===== config.mk =====
export PLATFORM = sky130hd
export DESIGN_NAME = multiplexed_servo_pulse_sequencer_unit_flat
export DESIGN_NICKNAME = d
export VERILOG_FILES = /design/src/sv/msps_pkg.sv /design/src/sv/msps_in_if.sv /design/src/sv/msps_out_if.sv /design/src/sv/multiplexed_servo_pulse_sequencer_unit.sv /design/src/flat_wrapper.sv
export SDC_FILE = /design/constraint.sdc
export NUM_CORES = 1
export LEC_CHECK = 0
export ABC_AREA = 0
export BUFFER_PORTS_ARGS = -buffer_cell sky130_fd_sc_hd__buf_2
export CAP_MARGIN = 25
export CORE_UTILIZATION = 38
export CTS_BUF_LIST = sky130_fd_sc_hd__clkbuf_4 sky130_fd_sc_hd__clkbuf_8
export DETAILED_ROUTE_END_ITERATION = 10
export GPL_ROUTABILITY_DRIVEN = 0
export PLACE_DENSITY_LB_ADDON = 0.1
export SYNTH_ARGS = -nofsm -noshare
export SYNTH_HDL_FRONTEND = slang
export SYNTH_SLANG_ARGS = --single-unit
export TNS_END_PERCENT = 10

===== constraint.sdc =====
create_clock -name clk -period 7.5 [get_ports clk]
set_input_delay 0 -clock clk [delete_from_list [all_inputs] [get_ports clk]]
set_output_delay 0 -clock clk [all_outputs]
set_load 0.005 [all_outputs]

===== src/sv/msps_pkg.sv =====
// shared widths, action codes and timing constants for the servo pulse sequencer
package msps_pkg;

    localparam int unsigned NUM_CHANNELS_DEF = 4;

    localparam int unsigned CHANNEL_W  = 2;
    localparam int unsigned POSITION_W = 8;
    localparam int unsigned DRIVE_W    = 4;
    localparam int unsigned COMPARE_W  = 16;

    localparam logic ACTION_WRITE = 1'b0;
    localparam logic ACTION_EVENT = 1'b1;

    localparam logic [POSITION_W-1:0] POS_LIMIT   = 8'd250;
    localparam int unsigned           POS_SHIFT   = 3;
    localparam logic [COMPARE_W-1:0]  HIGH_BASE   = 16'd2000;
    localparam logic [COMPARE_W-1:0]  FRAME_TICKS = 16'd5000;

endpackage


===== src/sv/msps_in_if.sv =====
// input channel: position writes and compare-match events
interface msps_in_if;
    import msps_pkg::*;

    logic                  valid;
    logic                  ready;
    logic                  action;
    logic [CHANNEL_W-1:0]  channel;
    logic [POSITION_W-1:0] position;

    modport source (output valid, output action, output channel, output position,
                    input ready);
    modport sink   (input valid, input action, input channel, input position,
                    output ready);
endinterface


===== src/sv/msps_out_if.sv =====
// output channel: pulse drive pattern and next compare time
interface msps_out_if;
    import msps_pkg::*;

    logic                 valid;
    logic                 ready;
    logic [DRIVE_W-1:0]   channel_drive;
    logic [COMPARE_W-1:0] next_compare;
    logic                 pulse_phase;

    modport source (output valid, output channel_drive, output next_compare,
                    output pulse_phase, input ready);
    modport sink   (input valid, input channel_drive, input next_compare,
                    input pulse_phase, output ready);
endinterface


===== src/sv/multiplexed_servo_pulse_sequencer_unit.sv =====
// top level of the time-multiplexed servo pulse sequencer
// Each input beat is either a position write (action 0), which clamps the code to 250 and
// stores it for the channel, or a compare-match event (action 1), which alternates between a
// high pulse on the next channel (one-hot drive, 2000 + 8*position ticks) and a low gap
// (all zero, 5000 minus the high time) and returns the new 16-bit compare time. A write gives
// no result beat; an event gives exactly one. Every beat passes an input register and, for an
// event, a result register, so one beat is taken every cycle unless an event waits in the input
// register for an earlier result not yet taken; an event's result is valid once it has passed
// both registers in that order. The result register lets the next beat enter while a result
// waits. Positions reset to code 0 and the first event starts a high pulse on channel 1.
module multiplexed_servo_pulse_sequencer_unit #(
    parameter int unsigned NUM_CHANNELS = msps_pkg::NUM_CHANNELS_DEF
) (
    input  logic        clk,
    input  logic        rst_n,
    msps_in_if.sink     item,
    msps_out_if.source  result
);
    import msps_pkg::*;

    localparam int unsigned IDX_W = (NUM_CHANNELS > 1) ? $clog2(NUM_CHANNELS) : 1;
    localparam logic [IDX_W-1:0] LAST_IDX = IDX_W'(NUM_CHANNELS - 1);

    logic                  s1_valid_reg, s1_valid_next;
    logic                  s1_action_reg;
    logic [CHANNEL_W-1:0]  s1_channel_reg;
    logic [POSITION_W-1:0] s1_position_reg;

    logic [POSITION_W-1:0] position_reg  [NUM_CHANNELS];
    logic [POSITION_W-1:0] position_next [NUM_CHANNELS];
    logic [IDX_W-1:0]      active_reg, active_next;
    logic                  high_reg, high_next;
    logic [COMPARE_W-1:0]  compare_reg, compare_next;

    logic                  out_valid_reg, out_valid_next;
    logic [DRIVE_W-1:0]    drive_reg, drive_next;
    logic                  phase_reg, phase_next;

    logic                  s1_fire;
    logic                  s1_event;
    logic [IDX_W-1:0]      step_idx;
    logic [IDX_W-1:0]      rd_idx;
    logic [IDX_W-1:0]      wr_idx;
    logic [POSITION_W-1:0] pos_clamped;
    logic [COMPARE_W-1:0]  high_ticks;
    logic [COMPARE_W-1:0]  duration;

    assign s1_event = s1_action_reg == ACTION_EVENT;
    assign s1_fire  = s1_valid_reg && (!s1_event || !out_valid_reg || result.ready);

    assign item.ready = !s1_valid_reg || s1_fire;

    assign step_idx    = (active_reg == LAST_IDX) ? '0 : active_reg + IDX_W'(1);
    assign rd_idx      = high_reg ? active_reg : step_idx;
    assign wr_idx      = IDX_W'(s1_channel_reg);
    assign pos_clamped = (s1_position_reg > POS_LIMIT) ? POS_LIMIT : s1_position_reg;
    assign high_ticks  = HIGH_BASE
                         + {{(COMPARE_W-POSITION_W-POS_SHIFT){1'b0}}, position_reg[rd_idx],
                            {POS_SHIFT{1'b0}}};
    assign duration    = high_reg ? FRAME_TICKS - high_ticks : high_ticks;

    always_comb
    begin
        s1_valid_next  = item.ready ? item.valid : s1_valid_reg;
        position_next  = position_reg;
        active_next    = active_reg;
        high_next      = high_reg;
        compare_next   = compare_reg;
        out_valid_next = out_valid_reg && !result.ready;
        drive_next     = drive_reg;
        phase_next     = phase_reg;

        if (s1_fire)
        begin
            if (!s1_event)
            begin
                if (int'(s1_channel_reg) < NUM_CHANNELS)
                begin
                    position_next[wr_idx] = pos_clamped;
                end
            end
            else
            begin
                out_valid_next = 1'b1;
                compare_next   = compare_reg + duration;
                high_next      = !high_reg;
                if (high_reg)
                begin
                    drive_next = '0;
                    phase_next = 1'b0;
                end
                else
                begin
                    active_next = step_idx;
                    drive_next  = (int'(step_idx) < DRIVE_W)
                                  ? DRIVE_W'(1) << step_idx : '0;
                    phase_next  = 1'b1;
                end
            end
        end
    end

    always_ff @(posedge clk or negedge rst_n)
    begin
        if (!rst_n)
        begin
            s1_valid_reg  <= 1'b0;
            for (int i = 0; i < NUM_CHANNELS; i++)
            begin
                position_reg[i] <= '0;
            end
            active_reg    <= '0;
            high_reg      <= 1'b0;
            compare_reg   <= '0;
            out_valid_reg <= 1'b0;
        end
        else
        begin
            s1_valid_reg  <= s1_valid_next;
            position_reg  <= position_next;
            active_reg    <= active_next;
            high_reg      <= high_next;
            compare_reg   <= compare_next;
            out_valid_reg <= out_valid_next;
        end
    end

    // payload registers
    always_ff @(posedge clk)
    begin
        if (item.ready && item.valid)
        begin
            s1_action_reg   <= item.action;
            s1_channel_reg  <= item.channel;
            s1_position_reg <= item.position;
        end
        drive_reg <= drive_next;
        phase_reg <= phase_next;
    end

    assign result.valid         = out_valid_reg;
    assign result.channel_drive = drive_reg;
    assign result.next_compare  = compare_reg;
    assign result.pulse_phase   = phase_reg;

endmodule


===== src/flat_wrapper.sv =====
// flat-port wrapper written by rule: the top's interface ports become plain ports
module multiplexed_servo_pulse_sequencer_unit_flat import msps_pkg::*;
#(
    parameter int unsigned NUM_CHANNELS = msps_pkg::NUM_CHANNELS_DEF
)
  (clk, rst_n, item_valid, item_action, item_channel, item_position, item_ready, result_valid, result_channel_drive, result_next_compare, result_pulse_phase, result_ready);
  msps_in_if item_i ();
  msps_out_if result_i ();
  input  logic clk;
  input  logic rst_n;
  input wire logic [$bits(item_i.valid)-1:0] item_valid;
  input wire logic [$bits(item_i.action)-1:0] item_action;
  input wire logic [$bits(item_i.channel)-1:0] item_channel;
  input wire logic [$bits(item_i.position)-1:0] item_position;
  output wire logic [$bits(item_i.ready)-1:0] item_ready;
  output wire logic [$bits(result_i.valid)-1:0] result_valid;
  output wire logic [$bits(result_i.channel_drive)-1:0] result_channel_drive;
  output wire logic [$bits(result_i.next_compare)-1:0] result_next_compare;
  output wire logic [$bits(result_i.pulse_phase)-1:0] result_pulse_phase;
  input wire logic [$bits(result_i.ready)-1:0] result_ready;
  assign item_i.valid = item_valid;
  assign item_i.action = item_action;
  assign item_i.channel = item_channel;
  assign item_i.position = item_position;
  assign item_ready = item_i.ready;
  assign result_valid = result_i.valid;
  assign result_channel_drive = result_i.channel_drive;
  assign result_next_compare = result_i.next_compare;
  assign result_pulse_phase = result_i.pulse_phase;
  assign result_i.ready = result_ready;
  multiplexed_servo_pulse_sequencer_unit #(.NUM_CHANNELS(NUM_CHANNELS)) u_core (.clk(clk), .rst_n(rst_n), .item(item_i), .result(result_i));
endmodule

Word level (Yosys, flattened, before mapping)
Index checks and enable logic that the tools add are counted.
{"block": "totals", "ff_bits": 69, "output_inout_bits": 23, "elab_cells": 54}
{"block": "op_classes", "addsub": 4, "order_cmp": 4, "eq_ne": 1, "shifts": 1, "n_mux": 13, "n_bitwise": 3, "n_reduce_logical": 14}
{"cell": "$bwmux W32", "n": 1}
{"cell": "$mux W8", "n": 4}
{"cell": "$add A16 B16 Y16", "n": 1}
{"cell": "$bmux W8 S2", "n": 1}
{"cell": "$demux W8 S2", "n": 1}
{"cell": "$mux W16", "n": 1}
{"cell": "$sub A13 B16 Y16 const A", "n": 1}
{"cell": "$add A11 B11 Y12 const A", "n": 1}
{"cell": "$gt A8 B8 Y1 const B", "n": 1}
{"cell": "$ge A3 B3 Y1 const B", "n": 2}
{"cell": "$not A2 Y3", "n": 2}
{"cell": "$logic_not A1 Y1", "n": 5}
{"cell": "$logic_and A1 B1 Y1", "n": 4}
{"cell": "$mux W2", "n": 2}
{"cell": "$reduce_and A2 Y1", "n": 2}
{"cell": "$shl A1 B2 Y4 const A", "n": 1}
{"cell": "$logic_or A1 B1 Y1", "n": 3}
{"cell": "$lt A3 B1 Y1 const B", "n": 1}
{"cell": "$mux W1", "n": 3}
{"cell": "$add A2 B1 Y2 const B", "n": 1}
{"cell": "$eq A2 B2 Y1 const B", "n": 1}
{"cell": "$not A1 Y1", "n": 1}

Logic depth before layout (Yosys ltp)
{"block": "depth", "word_depth": 11, "mapped_depth": 20, "ltp_nobuf": 18}

Worst setup path after synthesis
No wires, ideal clock.
{"block": "synth_timing", "path_type": "register to register", "startpoint": "register u_core.active_reg[0]", "endpoint": "register u_core.compare_reg[15], in the netlist u_core.result.next_compare[15]", "setup_ns": 0.147, "arrival_ns": 4.038, "required_ns": 7.353, "slack_ns": 3.315, "stages_incl_launch_ff": 19, "n_path_buf": 2, "synth_period_minus_slack_ns": 4.185, "cell_sequence": "dfrtp_1 > ha_1 > or3_4 > buf_6 > nand3_1 > nand3_1 > and2_1 > clkbuf_1 > ha_1 > or4b_4 > o31ai_4 > o21ai_2 > xor2_1 > ha_1 > nand2_1 > a21oi_1 > o21ai_0 > a2111oi_0 > xor2_1"}
{"block": "synth_via", "elab_chain_len": 11, "word_cells_on_any_way": 12}
{"item": "start, declared", "line_no": "multiplexed_servo_pulse_sequencer_unit.sv:31", "source": "logic [IDX_W-1:0] active_reg, active_next;"}
{"item": "start signal, assigned", "line_no": "multiplexed_servo_pulse_sequencer_unit.sv:121", "source": "active_reg <= active_next;"}
{"item": "$add A2 B1 Y2 / $eq A2 B2 Y1 (equally long branches)", "line_no": "multiplexed_servo_pulse_sequencer_unit.sv:53", "source": "assign step_idx = (active_reg == LAST_IDX) ? '0 : active_reg + IDX_W'(1);"}
{"item": "$mux W2", "line_no": "multiplexed_servo_pulse_sequencer_unit.sv:53"}
{"item": "$mux W2 (*)"}
{"item": "$not A2 Y3 (implied by the code) (*)", "line_no": "multiplexed_servo_pulse_sequencer_unit.sv:58", "source": "+ {{(COMPARE_W-POSITION_W-POS_SHIFT){1'b0}}, position_reg[rd_idx],"}
{"item": "$bmux W8 S2 (*)", "line_no": "multiplexed_servo_pulse_sequencer_unit.sv:58"}
{"item": "$mux W8 (implied by the code) (*) (2 in a row)", "line_no": "multiplexed_servo_pulse_sequencer_unit.sv:58"}
{"item": "$add A11 B11 Y12 (*)", "line_no": "multiplexed_servo_pulse_sequencer_unit.sv:58"}
{"item": "$sub A13 B16 Y16", "line_no": "multiplexed_servo_pulse_sequencer_unit.sv:60", "source": "assign duration = high_reg ? FRAME_TICKS - high_ticks : high_ticks;"}
{"item": "$mux W16 (*)", "line_no": "multiplexed_servo_pulse_sequencer_unit.sv:60"}
{"item": "$add A16 B16 Y16 (*)", "line_no": "multiplexed_servo_pulse_sequencer_unit.sv:85", "source": "compare_next = compare_reg + duration;"}
{"item": "end signal, assigned", "line_no": "multiplexed_servo_pulse_sequencer_unit.sv:123", "source": "compare_reg <= compare_next;"}
{"item": "end, declared", "line_no": "multiplexed_servo_pulse_sequencer_unit.sv:33", "source": "logic [COMPARE_W-1:0] compare_reg, compare_next;"}
Mark *: on every way between the ends. The rest lies on a longest branch, timed or not. The select of a mux whose other input is x is not followed.
A chain may end at the register's enable or synchronous reset.

Final worst setup path
Same ends and word-level chain as after synthesis.

==> flow_metrics.env <==
export IMPL_cap_viol_max_count=0
export IMPL_postCtsHoldBufs=15
export IMPL_status="finished, final reports clean"
export IMPL_boundaryPins=38
export IMPL_tritoncts="done"
export IMPL_ys_seq_area_share_pct=46.6
export IMPL_cts_made_buffers=9
export IMPL_clk_latency_ns=0.35
export IMPL_gr_usage_all_layers_pct=16.3
export IMPL_avgViaCountPerCell=4.89
export IMPL_yosys_warnings=0
export IMPL_post_detailed_route_wirelength_per_cell_microns=14.0
export IMPL_numClockSinks=66
export IMPL_routed_wirelength_microns=7610
export IMPL_synthDistinctLibCells=63
export IMPL_crit_path_end_kind="flip-flop"
export IMPL_place_hpwl_microns=5430
export IMPL_timing_max_transition_violations_final=0
export IMPL_largest_reg_flops=32
export IMPL_drive_gt1_share_pct=21.8
export IMPL_fin_tns_setup_ns=0
export IMPL_nFillCells=907
export IMPL_timing_critical_path_slowest_cell_delay_ns=0.55
export IMPL_die_height_microns=101
export IMPL_num_rows=35
export IMPL_fin_crit_ns=4.66
export IMPL_crit_buf_inv=0
export IMPL_flip_flop_and_latch_count_after_synthesis=66
export IMPL_critical_path_arrival_ns=4.87
export IMPL_detailed_place_area_sq_um=3980
export IMPL_timing_reg2reg_setup_slack_ns=2.84
export IMPL_num_antenna_cells=0
export IMPL_dieArea_sq_um=10200
export IMPL_finClkSkew_ns=0.00609
export IMPL_cp_data_required_time_ns=7.71
export IMPL_synthFlopType="sky130_fd_sc_hd__dfrtp_1"
export IMPL_detail_route_antenna_nets=0
export IMPL_final_hold_worst_slack_ns=0.277
export IMPL_crit_path_frequent_cell="sky130_fd_sc_hd__ha_1"
export IMPL_setup_repair_after_global_routing_missed_its_margin="false"
export IMPL_ys_top_cells_by_area="sky130_fd_sc_hd__dfrtp_1, sky130_fd_sc_hd__edfxtp_1, sky130_fd_sc_hd__nand2_1"
export IMPL_crit_path_top_delay_cell="sky130_fd_sc_hd__or4b_4"
export IMPL_post_cts_repair_setup_buffers=0
export IMPL_clock_tree_buffer_depth=2
export IMPL_fraction_of_synthesized_cell_area_taken_by_the_top_area_cell_type_pct=33.7
export IMPL_slew_headroom_pct=56.4
export IMPL_critPathLaunchType="flip-flop"
export IMPL_synth_async_reset_ratio_pct=75.8
export IMPL_path_class="flip-flop to flip-flop"
export IMPL_layout_worst_path_cycle_share_pct=62.2
export IMPL_antenna_found_initial=0
export IMPL_synthDominantAreaCellType="sky130_fd_sc_hd__dfrtp_1"
export IMPL_starting_density_pct=39.6
export IMPL_num_nets_final=437
export IMPL_overflow=0
export IMPL_synth_cells=358
export IMPL_synth_most_common_cell="sky130_fd_sc_hd__nand2_1"
export IMPL_max_slew_worst_pin_slew_ns=0.653
export IMPL_dr_total_vias=2648
export IMPL_grt_pass1_wl_microns=12500
export IMPL_critical_path_cell_chain="ha_1 > nand2b_1 > and2_1 > nand3_1 > and2_1 > ha_1 > or4b_4 > o31ai_4 > o21ai_2 > xor2_1 > ha_1 > nand2_1 > a21oi_1 > o21ai_0 > a2111oi_0 > xor2_1"
export IMPL_path_delay_family="simple AND/OR/NAND/NOR gates"
export IMPL_synth_edff_count=16
export IMPL_finalSetupViolations=0
export IMPL_layout_cell_area_non_filler_sq_um=4360
export IMPL_layout_area_overhead_vs_synth_pct=17.3
export IMPL_detailed_router_s_first_iteration_violation_count=145
export IMPL_post_synth_instance_area_sq_um=3710
export IMPL_drcViolationCount=0
export IMPL_avgSynthCellArea_sq_um=10.4
export IMPL_hold_path_class="input pin to async pin"
export IMPL_placeableCoreArea_sq_um=9370
export IMPL_finalHoldViolCount=0
export IMPL_maximum_number_of_pins_on_one_net_before_global_route_repair=51
export IMPL_cts_repair_resized=0
export IMPL_root_buffer="sky130_fd_sc_hd__clkbuf_8"
export IMPL_h_tree_depth=3
export IMPL_detail_route_first_pass_iterations=6
export IMPL_numPortBuffers=34
export IMPL_first_global_vias=2529
export IMPL_die_x_microns=101
export IMPL_synth_commonest_cells="sky130_fd_sc_hd__nand2_1, sky130_fd_sc_hd__dfrtp_1, sky130_fd_sc_hd__o21ai_0, sky130_fd_sc_hd__nor2_1, sky130_fd_sc_hd__edfxtp_1"
export IMPL_clk_pin_slew_ns=0.08
export IMPL_timing_fmax_mhz=214
export IMPL_critical_path_max_fanout=10
[worst min-delay path: stages]
cell,delay (ns)
sky130_fd_sc_hd__dlygate4sd3_1,0.52
sky130_fd_sc_hd__buf_2,0.09
sky130_fd_sc_hd__buf_4,0.49
[through the flow]
step                      utilization, %  worst slack, ns  std cells
after floorplan                        -             3.31        360
after global placement              42.5             2.97        511
after detailed placement            42.5             2.83        511
after CTS                           46.5             2.82        542
after global routing                46.5             2.49        542
final                               46.5             2.84        542
[metal layers]
metal / part of all wire (%) / global-route usage [%] / wire length, microns
met5: 0 / 0 / 0
met4: 1.5 / 6.35 / 117
met3: 3.1 / 3.74 / 237
met2: 47 / 27.9 / 3560
met1: 49 / 20.0 / 3690
[area by class of cell]
class | count | area, sq um | area share [%]
multi-input cells | 267 | 1850 | 42.5
flip-flops and latches | 66 | 1730 | 39.7
repair buffers | 51 | 335 | 7.70
well taps | 129 | 161 | 3.70
clock buffers | 10 | 138 | 3.16
clock inverters | 6 | 90.1 | 2.07
inverters | 13 | 48.8 | 1.12
[worst paths after layout]
kind                                                startpoint                              to  depth (start not counted)
worst max-delay path                      u_core.active_reg[0]  u_core.result.next_compare[15]                         16
worst min-delay path                                     rst_n                 u_core.high_reg                          3
worst max register to register            u_core.active_reg[0]  u_core.result.next_compare[15]                         16
worst min register to register  u_core.result.next_compare[15]  u_core.result.next_compare[15]                          1
max in group asynchronous                                rst_n          u_core.position_reg[2]                          3
min in group clk                              item_position[2]       u_core.s1_position_reg[2]                          2
[cells by family (layout without fill, tap and decap cells)]
kind of cell,Yosys count,in the layout,share of synthesized area [%]
adders and majority gates,14,14,4.92
AOI/OAI and AO/OA,68,68,11.9
xor gates and xnor gates,22,22,5.19
other,1,3,0.101
muxes,19,19,7.51
and+or+nand+nor,141,141,20.1
buffers and inverters,27,80,3.74
DFF,66,66,46.6
[cells in the final DEF (no fill, tap or decap), types with 3 or more instances in the layout]
master                          Yosys  final
sky130_fd_sc_hd__dlygate4sd3_1      0     15
sky130_fd_sc_hd__mux2_2            10     10
sky130_fd_sc_hd__or3_1              3      3
sky130_fd_sc_hd__nand2_1           66     66
sky130_fd_sc_hd__a21oi_1            8      8
sky130_fd_sc_hd__nand3_1           14     14
sky130_fd_sc_hd__clkbuf_8           0     10
sky130_fd_sc_hd__edfxtp_1          16     16
sky130_fd_sc_hd__nand2b_1           5      5
sky130_fd_sc_hd__inv_1             11     11
sky130_fd_sc_hd__nor2_1            17     17
sky130_fd_sc_hd__mux4_1             3      3
sky130_fd_sc_hd__o21ai_0           35     35
sky130_fd_sc_hd__and2_1             6      6
sky130_fd_sc_hd__nor3_2             3      3
sky130_fd_sc_hd__buf_2              0     34
sky130_fd_sc_hd__nor3_1             6      6
sky130_fd_sc_hd__xnor2_1           12     12
sky130_fd_sc_hd__a21o_1             3      3
sky130_fd_sc_hd__o21ai_2            4      4
sky130_fd_sc_hd__xor2_1            10     10
sky130_fd_sc_hd__mux2_4             3      3
sky130_fd_sc_hd__dfrtp_1           50     50
sky130_fd_sc_hd__ha_1              13     13
sky130_fd_sc_hd__conb_1             1      3
Power is not shown: default switching activity piles up to over one toggle a cycle in this logic, so the estimate is an artifact.
